`config.mk`:
```
export PLATFORM = sky130hd
export DESIGN_NAME = linear_policy_decision_unit
export DESIGN_NICKNAME = d
export VERILOG_FILES = /design/src/rtl/lpd_pkg.sv /design/src/rtl/lpd_features.sv /design/src/rtl/lpd_mac_lane.sv /design/src/rtl/lpd_merge.sv /design/src/rtl/linear_policy_decision_unit.sv
export SDC_FILE = /design/constraint.sdc
export NUM_CORES = 2
export LEC_CHECK = 0
export BUFFER_PORTS_ARGS = -buffer_cell sky130_fd_sc_hd__buf_2
export CORE_ASPECT_RATIO = 1.75
export CORE_UTILIZATION = 50
export DETAILED_ROUTE_END_ITERATION = 6
export PLACE_DENSITY = 0.75
export SLEW_MARGIN = 20
export SYNTH_ARGS = -nofsm -noshare
export SYNTH_HDL_FRONTEND = slang
export SYNTH_SLANG_ARGS = --single-unit
```
`constraint.sdc`:
```
create_clock -name clk -period 12.3 [get_ports clk]
set_input_delay 1.845 -clock clk [delete_from_list [all_inputs] [get_ports clk]]
set_output_delay 1.845 -clock clk [all_outputs]
set_load 0.005 [all_outputs]
```
`src/rtl/lpd_pkg.sv`:
```
package lpd_pkg;

    // Defaults of the top-level parameters
    localparam int MAX_HISTORY_DEF = 256;
    localparam int OBS_LANES_DEF   = 8;

    // Fixed sizes
    localparam int NUM_ACTIONS = 2;
    localparam int NUM_FEATS   = 13;
    localparam int CNT_W       = 9;
    localparam int CNT_LIMIT   = 511;
    localparam int INV_W       = 17;
    localparam int FEAT_W      = 32;
    localparam int WEIGHT_W    = 18;
    localparam int PROD_W      = FEAT_W + WEIGHT_W;
    localparam int ACC_W       = 56;
    localparam int FRAC_W      = 16;
    localparam int SCORE_W     = 48;
    localparam int FIDX_W      = 4;

    localparam logic [INV_W-1:0]         INV_LEN_RESET = 17'd546;
    localparam logic signed [FEAT_W-1:0] BIAS_ONE      = 32'sd65536;

    // Feature positions, in issue order
    localparam logic [FIDX_W-1:0] FEAT_CHECK    = 4'd0;
    localparam logic [FIDX_W-1:0] FEAT_PROGRESS = 4'd1;
    localparam logic [FIDX_W-1:0] FEAT_REWARD   = 4'd2;
    localparam logic [FIDX_W-1:0] FEAT_COST     = 4'd3;
    localparam logic [FIDX_W-1:0] FEAT_OBS0     = 4'd4;
    localparam logic [FIDX_W-1:0] FEAT_OBS7     = 4'd11;
    localparam logic [FIDX_W-1:0] FEAT_BIAS     = 4'd12;

    typedef enum logic [1:0] {
        EV_NONE  = 2'd0,
        EV_PLAIN = 2'd1,
        EV_CHECK = 2'd2,
        EV_NEW   = 2'd3
    } lpd_event_t;

    typedef struct packed {
        logic signed [FEAT_W-1:0] obs_0;
        logic signed [FEAT_W-1:0] obs_1;
        logic signed [FEAT_W-1:0] obs_2;
        logic signed [FEAT_W-1:0] obs_3;
        logic signed [FEAT_W-1:0] obs_4;
        logic signed [FEAT_W-1:0] obs_5;
        logic signed [FEAT_W-1:0] obs_6;
        logic signed [FEAT_W-1:0] obs_7;
        logic signed [FEAT_W-1:0] episode_reward;
        logic signed [FEAT_W-1:0] episode_cost;
        lpd_event_t               history_event;
    } lpd_in_word_t;

    typedef struct packed {
        logic                      decision;
        logic signed [SCORE_W-1:0] score_pass;
        logic signed [SCORE_W-1:0] score_check;
    } lpd_out_word_t;

    // Control travelling alongside the feature into the MAC lanes
    typedef struct packed {
        logic              clear;
        logic              feat_vld;
        logic [FIDX_W-1:0] fidx;
    } lpd_lane_ctrl_t;

    // Learned weights, signed Q2.16, one row per action
    localparam logic signed [WEIGHT_W-1:0] WEIGHT_ROM [NUM_ACTIONS][NUM_FEATS] = '{
        '{ 18'sd30858, -18'sd562, 18'sd73492, 18'sd71993, 18'sd621, 18'sd40731,
           18'sd443, 18'sd412, 18'sd122, 18'sd87, -18'sd517, 18'sd42020, 18'sd621 },
        '{ 18'sd31210, 18'sd999, 18'sd70235, 18'sd71880, 18'sd3877, 18'sd76369,
           18'sd2562, 18'sd3152, 18'sd520, 18'sd205, -18'sd3335, 18'sd78183,
           18'sd3877 }
    };

    function automatic logic signed [WEIGHT_W-1:0] lpd_weight(
        input logic              act,
        input logic [FIDX_W-1:0] idx
    );
        logic signed [WEIGHT_W-1:0] w;
        w = '0;
        if (idx <= FEAT_BIAS)
        begin
            w = WEIGHT_ROM[act][idx];
        end
        return w;
    endfunction

endpackage

```
`src/rtl/lpd_features.sv`:
```
module lpd_features #(
    parameter int MAX_HISTORY = lpd_pkg::MAX_HISTORY_DEF,
    parameter int OBS_LANES   = lpd_pkg::OBS_LANES_DEF
) (
    input  logic                                 clk,
    input  logic                                 rst_n,
    input  logic                                 accept,
    input  lpd_pkg::lpd_in_word_t                in_data,
    input  logic [lpd_pkg::INV_W-1:0]            inv_len,
    input  logic                                 issue,
    input  logic [lpd_pkg::FIDX_W-1:0]           issue_idx,
    output lpd_pkg::lpd_lane_ctrl_t              lane_ctrl,
    output logic signed [lpd_pkg::FEAT_W-1:0]    feat
);
    import lpd_pkg::*;

    localparam logic [CNT_W-1:0] CntCap =
        CNT_W'((MAX_HISTORY < CNT_LIMIT) ? MAX_HISTORY : CNT_LIMIT);

    lpd_in_word_t              word_reg;
    logic [CNT_W-1:0]          comp_reg, comp_next;
    logic [CNT_W-1:0]          chk_reg, chk_next;
    logic [CNT_W:0]            prog;
    logic [CNT_W+INV_W:0]      prog_prod;
    logic signed [FEAT_W-1:0]  obs_arr [8];
    logic [2:0]                obs_sel;
    logic signed [FEAT_W-1:0]  feat_mux;
    logic signed [FEAT_W-1:0]  feat_reg;
    logic [FIDX_W-1:0]         fidx_reg;
    logic                      feat_vld_reg;

    // Apply the history event before the item's features are formed
    always_comb
    begin
        comp_next = comp_reg;
        chk_next  = chk_reg;
        unique case (in_data.history_event) inside
            EV_NEW:
            begin
                comp_next = '0;
                chk_next  = '0;
            end
            EV_PLAIN, EV_CHECK:
            begin
                if (comp_reg < CntCap)
                begin
                    comp_next = comp_reg + 1'b1;
                    if (in_data.history_event == EV_CHECK)
                    begin
                        chk_next = chk_reg + 1'b1;
                    end
                end
            end
            default: ;
        endcase
    end

    always_ff @(posedge clk or negedge rst_n)
    begin
        if (!rst_n)
        begin
            comp_reg     <= '0;
            chk_reg      <= '0;
            feat_vld_reg <= 1'b0;
        end
        else
        begin
            feat_vld_reg <= issue;
            if (accept)
            begin
                comp_reg <= comp_next;
                chk_reg  <= chk_next;
            end
        end
    end

    always_ff @(posedge clk)
    begin
        if (accept)
        begin
            word_reg <= in_data;
        end
        if (issue)
        begin
            feat_reg <= feat_mux;
            fidx_reg <= issue_idx;
        end
    end

    assign prog      = {1'b0, comp_reg} + 1'b1;
    assign prog_prod = prog * inv_len;

    assign obs_arr[0] = word_reg.obs_0;
    assign obs_arr[1] = word_reg.obs_1;
    assign obs_arr[2] = word_reg.obs_2;
    assign obs_arr[3] = word_reg.obs_3;
    assign obs_arr[4] = word_reg.obs_4;
    assign obs_arr[5] = word_reg.obs_5;
    assign obs_arr[6] = word_reg.obs_6;
    assign obs_arr[7] = word_reg.obs_7;
    assign obs_sel    = 3'(issue_idx - FEAT_OBS0);

    always_comb
    begin
        case (issue_idx) inside
            FEAT_CHECK:    feat_mux = $signed({7'd0, chk_reg, 16'd0});
            FEAT_PROGRESS: feat_mux = $signed({5'd0, prog_prod});
            FEAT_REWARD:   feat_mux = word_reg.episode_reward;
            FEAT_COST:     feat_mux = word_reg.episode_cost;
            [FEAT_OBS0:FEAT_OBS7]:
                feat_mux = (int'(obs_sel) < OBS_LANES) ? obs_arr[obs_sel] : '0;
            FEAT_BIAS:     feat_mux = BIAS_ONE;
            default:       feat_mux = '0;
        endcase
    end

    assign lane_ctrl.clear    = accept;
    assign lane_ctrl.feat_vld = feat_vld_reg;
    assign lane_ctrl.fidx     = fidx_reg;
    assign feat               = feat_reg;

`ifndef SYNTHESIS
    ap_chk_le_comp: assert property (@(posedge clk) disable iff (!rst_n)
        chk_reg <= comp_reg)
        else $error("check count exceeds completed count");
    ap_comp_cap: assert property (@(posedge clk) disable iff (!rst_n)
        comp_reg <= CntCap)
        else $error("completed count beyond its limit");
`endif

endmodule

```
`src/rtl/lpd_mac_lane.sv`:
```
module lpd_mac_lane #(
    parameter int LANE = 0
) (
    input  logic                                 clk,
    input  logic                                 rst_n,
    input  lpd_pkg::lpd_lane_ctrl_t              ctrl,
    input  logic signed [lpd_pkg::FEAT_W-1:0]    feat,
    output logic                                 busy,
    output logic signed [lpd_pkg::ACC_W-1:0]     acc
);
    import lpd_pkg::*;

    logic signed [WEIGHT_W-1:0] weight;
    logic signed [PROD_W-1:0]   prod_reg;
    logic                       prod_vld_reg;
    logic signed [ACC_W-1:0]    acc_reg;

    assign weight = lpd_weight(1'(LANE), ctrl.fidx);

    always_ff @(posedge clk or negedge rst_n)
    begin
        if (!rst_n)
        begin
            prod_vld_reg <= 1'b0;
        end
        else
        begin
            prod_vld_reg <= ctrl.feat_vld;
        end
    end

    // Register the product, then add it into the accumulator
    always_ff @(posedge clk)
    begin
        if (ctrl.feat_vld)
        begin
            prod_reg <= feat * weight;
        end
        if (ctrl.clear)
        begin
            acc_reg <= '0;
        end
        else if (prod_vld_reg)
        begin
            acc_reg <= acc_reg + {{(ACC_W-PROD_W){prod_reg[PROD_W-1]}}, prod_reg};
        end
    end

    assign busy = prod_vld_reg;
    assign acc  = acc_reg;

`ifndef SYNTHESIS
    ap_prod_follows_feat: assert property (@(posedge clk) disable iff (!rst_n)
        prod_vld_reg |-> $past(ctrl.feat_vld))
        else $error("product without a preceding feature");
    ap_clear_quiet: assert property (@(posedge clk) disable iff (!rst_n)
        ctrl.clear |-> !prod_vld_reg && !ctrl.feat_vld)
        else $error("accumulator cleared while terms in flight");
`endif

endmodule

```
`src/rtl/lpd_merge.sv`:
```
module lpd_merge (
    input  logic                                 clk,
    input  logic                                 rst_n,
    input  logic                                 load,
    input  logic signed [lpd_pkg::ACC_W-1:0]     acc_pass,
    input  logic signed [lpd_pkg::ACC_W-1:0]     acc_check,
    output logic                                 out_valid,
    input  logic                                 out_ready,
    output lpd_pkg::lpd_out_word_t               out_data
);
    import lpd_pkg::*;

    localparam int ExtW = SCORE_W - (ACC_W - FRAC_W);

    logic signed [SCORE_W-1:0] score_pass;
    logic signed [SCORE_W-1:0] score_check;
    logic                      out_valid_reg;
    lpd_out_word_t             out_reg;

    // Floor shift by the fraction width, then widen to the score format
    assign score_pass  = {{ExtW{acc_pass[ACC_W-1]}},  acc_pass[ACC_W-1:FRAC_W]};
    assign score_check = {{ExtW{acc_check[ACC_W-1]}}, acc_check[ACC_W-1:FRAC_W]};

    always_ff @(posedge clk or negedge rst_n)
    begin
        if (!rst_n)
        begin
            out_valid_reg <= 1'b0;
        end
        else if (load)
        begin
            out_valid_reg <= 1'b1;
        end
        else if (out_ready)
        begin
            out_valid_reg <= 1'b0;
        end
    end

    always_ff @(posedge clk)
    begin
        if (load)
        begin
            out_reg.decision    <= (score_check > score_pass);
            out_reg.score_pass  <= score_pass;
            out_reg.score_check <= score_check;
        end
    end

    assign out_valid = out_valid_reg;
    assign out_data  = out_reg;

`ifndef SYNTHESIS
    ap_no_overwrite: assert property (@(posedge clk) disable iff (!rst_n)
        load |-> !out_valid_reg || out_ready)
        else $error("result word overwritten before it was taken");
`endif

endmodule

```
`src/rtl/linear_policy_decision_unit.sv`:
```
// Two-action linear policy: each input word carries eight observations,
// the episode reward and cost, and a history event that first updates the
// completed and check counters (a new-episode event clears them). The block
// scores a 13-term feature vector against two fixed weight rows in two MAC
// lanes, one per action, stepping through the features one per cycle, and
// returns the larger score's index (ties go to action 0) with both scores.
// An item goes from acceptance to the result word by these steps: accept,
// 13 feature steps through each lane's single multiplier, emptying the
// multiply and accumulate stages, and loading the output register. The
// next word is taken on the cycle after that load, while the result may
// still wait at the output. inverse_episode_length (unsigned Q1.16) is
// written through cfg_we/cfg_data and should only change while idle.
module linear_policy_decision_unit #(
    parameter int MAX_HISTORY = lpd_pkg::MAX_HISTORY_DEF,
    parameter int OBS_LANES   = lpd_pkg::OBS_LANES_DEF
) (
    input  logic                         clk,
    input  logic                         rst_n,
    input  logic                         in_valid,
    output logic                         in_ready,
    input  lpd_pkg::lpd_in_word_t        in_data,
    output logic                         out_valid,
    input  logic                         out_ready,
    output lpd_pkg::lpd_out_word_t       out_data,
    input  logic                         cfg_we,
    input  logic [lpd_pkg::INV_W-1:0]    cfg_data
);
    import lpd_pkg::*;

    typedef enum logic [2:0] {
        S_IDLE  = 3'b001,
        S_RUN   = 3'b010,
        S_DRAIN = 3'b100
    } state_t;

    state_t                    state_reg, state_next;
    logic [FIDX_W-1:0]         idx_reg, idx_next;
    logic [INV_W-1:0]          inv_len_reg;
    logic                      accept;
    logic                      issue;
    logic                      load;
    logic                      pipe_empty;
    lpd_lane_ctrl_t            lane_ctrl;
    logic signed [FEAT_W-1:0]  feat;
    logic [NUM_ACTIONS-1:0]    lane_busy;
    logic signed [ACC_W-1:0]   acc [NUM_ACTIONS];

    // Hold the episode-length reciprocal; writes land whenever enabled
    always_ff @(posedge clk or negedge rst_n)
    begin
        if (!rst_n)
        begin
            inv_len_reg <= INV_LEN_RESET;
        end
        else if (cfg_we)
        begin
            inv_len_reg <= cfg_data;
        end
    end

    assign in_ready   = (state_reg == S_IDLE);
    assign accept     = in_valid && in_ready;
    assign issue      = (state_reg == S_RUN);
    assign pipe_empty = !lane_ctrl.feat_vld && !(|lane_busy);
    assign load       = (state_reg == S_DRAIN) && pipe_empty && (!out_valid || out_ready);

    // Sequencer: accept a word, step the features, drain, hand off the result
    always_comb
    begin
        state_next = state_reg;
        idx_next   = idx_reg;
        unique case (state_reg)
            S_IDLE:
            begin
                if (accept)
                begin
                    state_next = S_RUN;
                    idx_next   = FEAT_CHECK;
                end
            end
            S_RUN:
            begin
                idx_next = idx_reg + 1'b1;
                if (idx_reg == FEAT_BIAS)
                begin
                    state_next = S_DRAIN;
                end
            end
            S_DRAIN:
            begin
                if (load)
                begin
                    state_next = S_IDLE;
                end
            end
            default:
            begin
                state_next = S_IDLE;
            end
        endcase
    end

    always_ff @(posedge clk or negedge rst_n)
    begin
        if (!rst_n)
        begin
            state_reg <= S_IDLE;
            idx_reg   <= '0;
        end
        else
        begin
            state_reg <= state_next;
            idx_reg   <= idx_next;
        end
    end

    lpd_features #(
        .MAX_HISTORY (MAX_HISTORY),
        .OBS_LANES   (OBS_LANES)
    ) u_features (
        .clk       (clk),
        .rst_n     (rst_n),
        .accept    (accept),
        .in_data   (in_data),
        .inv_len   (inv_len_reg),
        .issue     (issue),
        .issue_idx (idx_reg),
        .lane_ctrl (lane_ctrl),
        .feat      (feat)
    );

    // One MAC lane per action, all fed the same feature stream
    for (genvar a = 0; a < NUM_ACTIONS; a++)
    begin : g_lane
        lpd_mac_lane #(
            .LANE (a)
        ) u_lane (
            .clk   (clk),
            .rst_n (rst_n),
            .ctrl  (lane_ctrl),
            .feat  (feat),
            .busy  (lane_busy[a]),
            .acc   (acc[a])
        );
    end

    lpd_merge u_merge (
        .clk       (clk),
        .rst_n     (rst_n),
        .load      (load),
        .acc_pass  (acc[0]),
        .acc_check (acc[1]),
        .out_valid (out_valid),
        .out_ready (out_ready),
        .out_data  (out_data)
    );

`ifndef SYNTHESIS
    ap_accept_starts: assert property (@(posedge clk) disable iff (!rst_n)
        accept |=> state_reg == S_RUN && idx_reg == FEAT_CHECK)
        else $error("accepted word did not start the feature sweep");
    ap_idle_quiet: assert property (@(posedge clk) disable iff (!rst_n)
        in_ready |-> pipe_empty)
        else $error("lanes still busy while ready for a new word");
    ap_last_feature: assert property (@(posedge clk) disable iff (!rst_n)
        (state_reg == S_RUN && idx_reg == FEAT_BIAS)
            |=> state_reg == S_DRAIN && lane_ctrl.feat_vld)
        else $error("bias term not issued before draining");
`endif

endmodule
```
======== Word-level counts from Yosys, hierarchy flattened ========
Memories as Yosys holds them, arrays and structs flattened.
Index checks and enable logic that the tools add are counted.
word-level totals
  register bits after elaboration ......... 694
  memories ................................ 2
  bits of input ports ..................... 344
  memory bits (read-only) ................. 576
  output and inout port bits .............. 99
memory list
  name              words  width  rd ports  clocked after Yosys merged registers in  wr ports  line           RTL
  (name not given)  16     18     1         0                                        0         lpd_pkg.sv:84  w = WEIGHT_ROM[act][idx];
  (name not given)  16     18     1         0                                        0         lpd_pkg.sv:84
operators by class
  muxes and demuxes ....................... 28
  multiply operators ...................... 3
  equality and inequality tests ........... 15
  order comparisons ....................... 7
  bitwise operators ....................... 2
  add/sub/neg operators ................... 7
  reductions and logical operators ........ 19
operators by type and width
  kind                                                 count
  2-to-1 mux 32 bit                                    5
  adder 56 bit                                         2
  2-to-1 mux 18 bit                                    6
  multiplier 32 x 18 -> 50 bit                         2
  binary-select mux 32 bit (select 3 bit)              1
  > comparator 40 bit                                  1
  case mux 9 bit (2 select lines)                      2
  multiplier 10 x 17 -> 27 bit                         1
  2-to-1 mux 27 bit                                    1
  2-to-1 mux 9 bit                                     3
  2-to-1 mux 25 bit                                    1
  adder 9 x 1 -> 9 bit, second input constant          2
  2-to-1 mux 17 bit                                    1
  adder 9 x 1 -> 10 bit, second input constant         1
  less-than comparator 9 bit, second input constant    1
  2-to-1 mux 3 bit                                     3
  case mux 3 bit (3 select lines)                      1
  equality test 4 x 2 -> 1 bit, second input constant  2
  <= comparator 4 bit, second input constant           2
  case mux 4 bit (2 select lines)                      1
  != test 2 x 1 -> 1 bit, second input constant        3
  AND reduction 3 bit                                  2
  nonzero test 2 bit                                   3
  >= comparator 5 bit, second input constant           1
  other kinds (23)                                     33

======== Logic depth before layout (Yosys ltp) ========
  depth after elaboration ................. 10
  depth in mapped cells ................... 33
  mapped depth without buffers ............ 31

======== Modules after synthesis ========
From an unflattened synthesis, not the netlist that was laid out.
unflattened totals
  cells, all modules ...................... 7,749
  area, all modules ....................... 78,554.1 µm²
modules (own cells, without submodules)
  module                            sequential area each (µm²)  cells each  instances  area an instance (µm²)
  lpd_mac_lane at g_lane[1].u_lane  2,647.5                     2,982       1          26,678.1
  lpd_mac_lane at g_lane[0].u_lane  2,647.5                     2,896       1          26,563.0
  lpd_features                      11,165.7                    1,555       1          20,652.3
  lpd_merge                         2,457.4                     242         1          3,627.2
  linear_policy_decision_unit       605.6                       74          1          1,033.5

======== Least setup slack after synthesis ========
No wires, ideal clock.
  path kind ............................... input to register
  start ................................... in in_valid
  end ..................................... reg u_features.word_reg, in the netlist u_features.obs_arr[0], enable pin
  buffers on the path ..................... 2
  slack ................................... 293 ps
  arrival ................................. 11,198 ps
  library setup time ...................... 809 ps
  stages .................................. 4
  path through ............................ nand2_1 clkinv_1 clkbuf_1 clkbuf_1
between the ends
  word-level cells in the longest chain between the ends .. 1
ends and longest elaborated chain
  item                  line                               RTL
  start, declared       linear_policy_decision_unit.sv:19  input logic in_valid,
  logical AND 1 bit     linear_policy_decision_unit.sv:62  assign accept = in_valid && in_ready;
  net accept            linear_policy_decision_unit.sv:39  logic accept;
  end signal, assigned  lpd_features.sv:81                 word_reg <= in_data;
  end, declared         lpd_features.sv:20                 lpd_in_word_t word_reg;
The timed path passes the listed nets, and every way through them passes these cells.
A chain may end at the register's enable or synchronous reset.

======== Worst setup path in the final report ========
  start ................................... reg u_features.fidx_reg[1]
  end ..................................... reg g_lane[1].u_lane.prod_reg[42], data pin
between the ends
  word-level cells in the longest chain between the ends .. 6
ends and longest elaborated chain
  item                                                  line                RTL
  start, declared                                       lpd_features.sv:29  logic [FIDX_W-1:0] fidx_reg;
  start signal, assigned                                lpd_features.sv:86  fidx_reg <= issue_idx;
  inverter 4 -> 5 bit (implied by the code)             lpd_pkg.sv:84
  memory (16 x 18 bit)                                  -
  2-to-1 mux 18 bit (implied by the code) (2 in a row)  lpd_pkg.sv:84
  2-to-1 mux 18 bit *                                   lpd_pkg.sv:82       if (idx <= FEAT_BIAS)
  multiplier 32 x 18 -> 50 bit *                        lpd_mac_lane.sv:37  prod_reg <= feat * weight;
  end signal, assigned                                  lpd_mac_lane.sv:37
  end, declared                                         lpd_mac_lane.sv:14  logic signed [PROD_W-1:0] prod_reg;
Mark *: on every way between the ends. The rest lies on a longest branch, timed or not. The select of a mux whose other input is x is not followed.

==> out/results.tsv <==
metric	value	unit
yosysTopAreaCell	fa_1	
portBuffers	442	
synth_area_leaders	fa_1 31%, edfxtp_1 21%, ha_1 7.6%	
setup_violations	0	
fp-row-count	191	
fin_crit	9.363	ns
nets	9985	
antenna_found_initial	13	
syn_area	78270	µm²
clock_path_buffers	3	
clockRootBuffer	clkbuf_16	
crit_path_frequent_cell	fa_1	
grt_remaining_overflow	0	
min_path_cells	0	
period_share	76.12	%
start_kind	register	
drt_iter0_markers	3521	
rsz0062_at_grt	no	
syn-num-nets	9773	
violations	DRC	
status	finished, violations left	
r2r-start	u_features.fidx_reg[1]	
holdCritStartpoint	g_lane[0].u_lane.acc[55]	
totalWireLength	230600	µm
worstMarginPinSlew	1.160	ns
grt_first_pass_wirelength	353900	µm
finalHoldViolations	0	
io_pins	443	
dieArea	158200	µm²
cap_viol_max_count	0	
yosysTopAreaCellShare	31.36	%
clk_latency	0.75	ns
slew_headroom	22.45	%
drtAntennaViolNets	0	
ys.flop_type	edfxtp_1	
routed_via_density	5.700	
max_stage_delay	0.68	ns
r2r_slack	2.94	ns
htree_levels	3	
required	12.75	ns
holdBufCountCts	0	
cts_num_sinks	694	
track_usage	29.73	%
ys_warn_count	0	
cts_tree	built	
crit_path_end_kind	register	
post_cts_resized	0	
syn_inst	7728	
largest_register_ffs	256	
ys_types	102	
grt_pass1_vias	62904	
max_freq	0.1068	GHz
tns	0	ns
cts_setup_buffers	0	
gp_congestion	0.9698	
start_util	50.47	%
die_y	525.4	µm
core	155100	µm²
place_hpwl	177600	µm
ff2ff_path_depth	27	
syn_avg_cell_area	10.13	µm²
via_count	57161	
wl_per_cell	23.00	µm
crit_fanout	34	
cp.arrival	9.81	ns
synth-edff-count	537	
synthArstFlopShare	6.484	%
synth-seq-cells	694	
hold_class	reg -> reg	
synthToLayoutAreaGrowth	8.231	%
cts_buffers	71	
synth_common_cells	1398 x inv_1, 1226 x fa_1, 844 x nand2_1, 537 x edfxtp_1, 475 x ha_1	
yosysMostFrequentCell	inv_1	
grt_max_degree	187	
drt_pass1_iterations	7	
design_area	84710	µm²
drive_gt1_share	10.30	%
skew	0.07706	ns
worstSetupStartpoint	u_features.fidx_reg[1]	
slowest_stage	fa_1	
slew_viol_final	0	
place_area	82360	µm²
synth-seq-area-share	24.91	%
drc	91	
die_w	301.1	µm
crit_type	reg -> reg	
clk_pin_slew_worst_paths	0.07	ns
==> worst max-delay path: cells and delay by family (launching register included) <==
family / cells / cell delay [ns]
AND/OR/NAND/NOR: 5 / 1.12
flip-flops: 1 / 0.53
multiplexers: 1 / 0.25
buffers and inverters: 5 / 0.90
AO/OA/AOI/OAI: 8 / 2.37
adder cells (fa/ha/maj): 8 / 3.84
==> layout make-up <==
cell class / count / area (µm²)
antenna: 3 / 7.507
clock buffer: 90 / 1868
clock inverter: 42 / 471.7
fill: 13252 / 70390
inverter: 1401 / 5266
multi-input combinational: 5239 / 52130
sequential: 694 / 19510
tap: 2026 / 2535
timing repair buffer: 533 / 2920
==> worst paths after layout <==
check	to
worst max-delay path	g_lane[1].u_lane.prod_reg[42]
worst min-delay path	u_merge.out_data[87]
worst max register to register	g_lane[1].u_lane.prod_reg[42]
worst min register to register	u_merge.out_data[87]
max in group asynchronous	g_lane[1].u_lane.busy
min in group asynchronous	u_features.chk_reg[0]
==> stage by stage <==
stage / utilization, % / setup WS [ns] / hold slack, ns / std cells
2_1_floorplan: - / 0.2929 / 0.4300 / 7728
3_3_place_gp: 53.10 / 3.151 / 0.4437 / 9892
3_5_place_dp: 53.10 / 3.203 / 0.4485 / 9892
4_1_cts: 54.61 / 3.139 / 0.4582 / 10024
5_1_grt: 54.62 / 2.563 / 0.4890 / 10027
6_report: 54.62 / 2.937 / 0.4620 / 10028
==> metal layers <==
layer  global-route usage, %  routed length, µm  vias up
met5                       0                 26        -
met4                   24.27              21910        4
met3                   4.721              14230      996
met2                   53.97             120100     2613
met1                   29.49              74360    28557
li1                        -                  -    24991
==> cell usage in the layout (no fill, tap or decap), types with 50 or more instances in the layout <==
master,count
a21o_1,143
a21oi_1,264
and2_1,441
and3_1,94
buf_2,442
buf_4,88
clkbuf_16,71
dfxtp_1,112
edfxtp_1,537
fa_1,1226
ha_1,475
inv_1,1398
mux2i_1,82
mux4_2,64
nand2_1,842
nand2b_1,50
nand3_1,65
nor2_1,320
nor2b_1,214
nor3_1,61
o21ai_0,173
xnor2_1,135
xor2_1,73
==> kinds of logic (layout without fill, tap and decap cells) <==
family                   count (synthesis)  in the layout  share of synthesized area, %
other                                    0              3                             0
flip-flops                             694            694                         24.91
AO/OA/AOI/OAI                          937            937                         7.907
multiplexers                           165            165                         3.164
buffers and inverters                 1795           2066                         8.725
XOR/XNOR                               210            210                         2.350
adder cells (fa/ha/maj)               1701           1701                         38.95
AND/OR/NAND/NOR                       2226           2226                         13.99
Power is left out: the tool's default activity adds up to more than one toggle a clock period on the data nets, which glitch-free logic cannot reach.
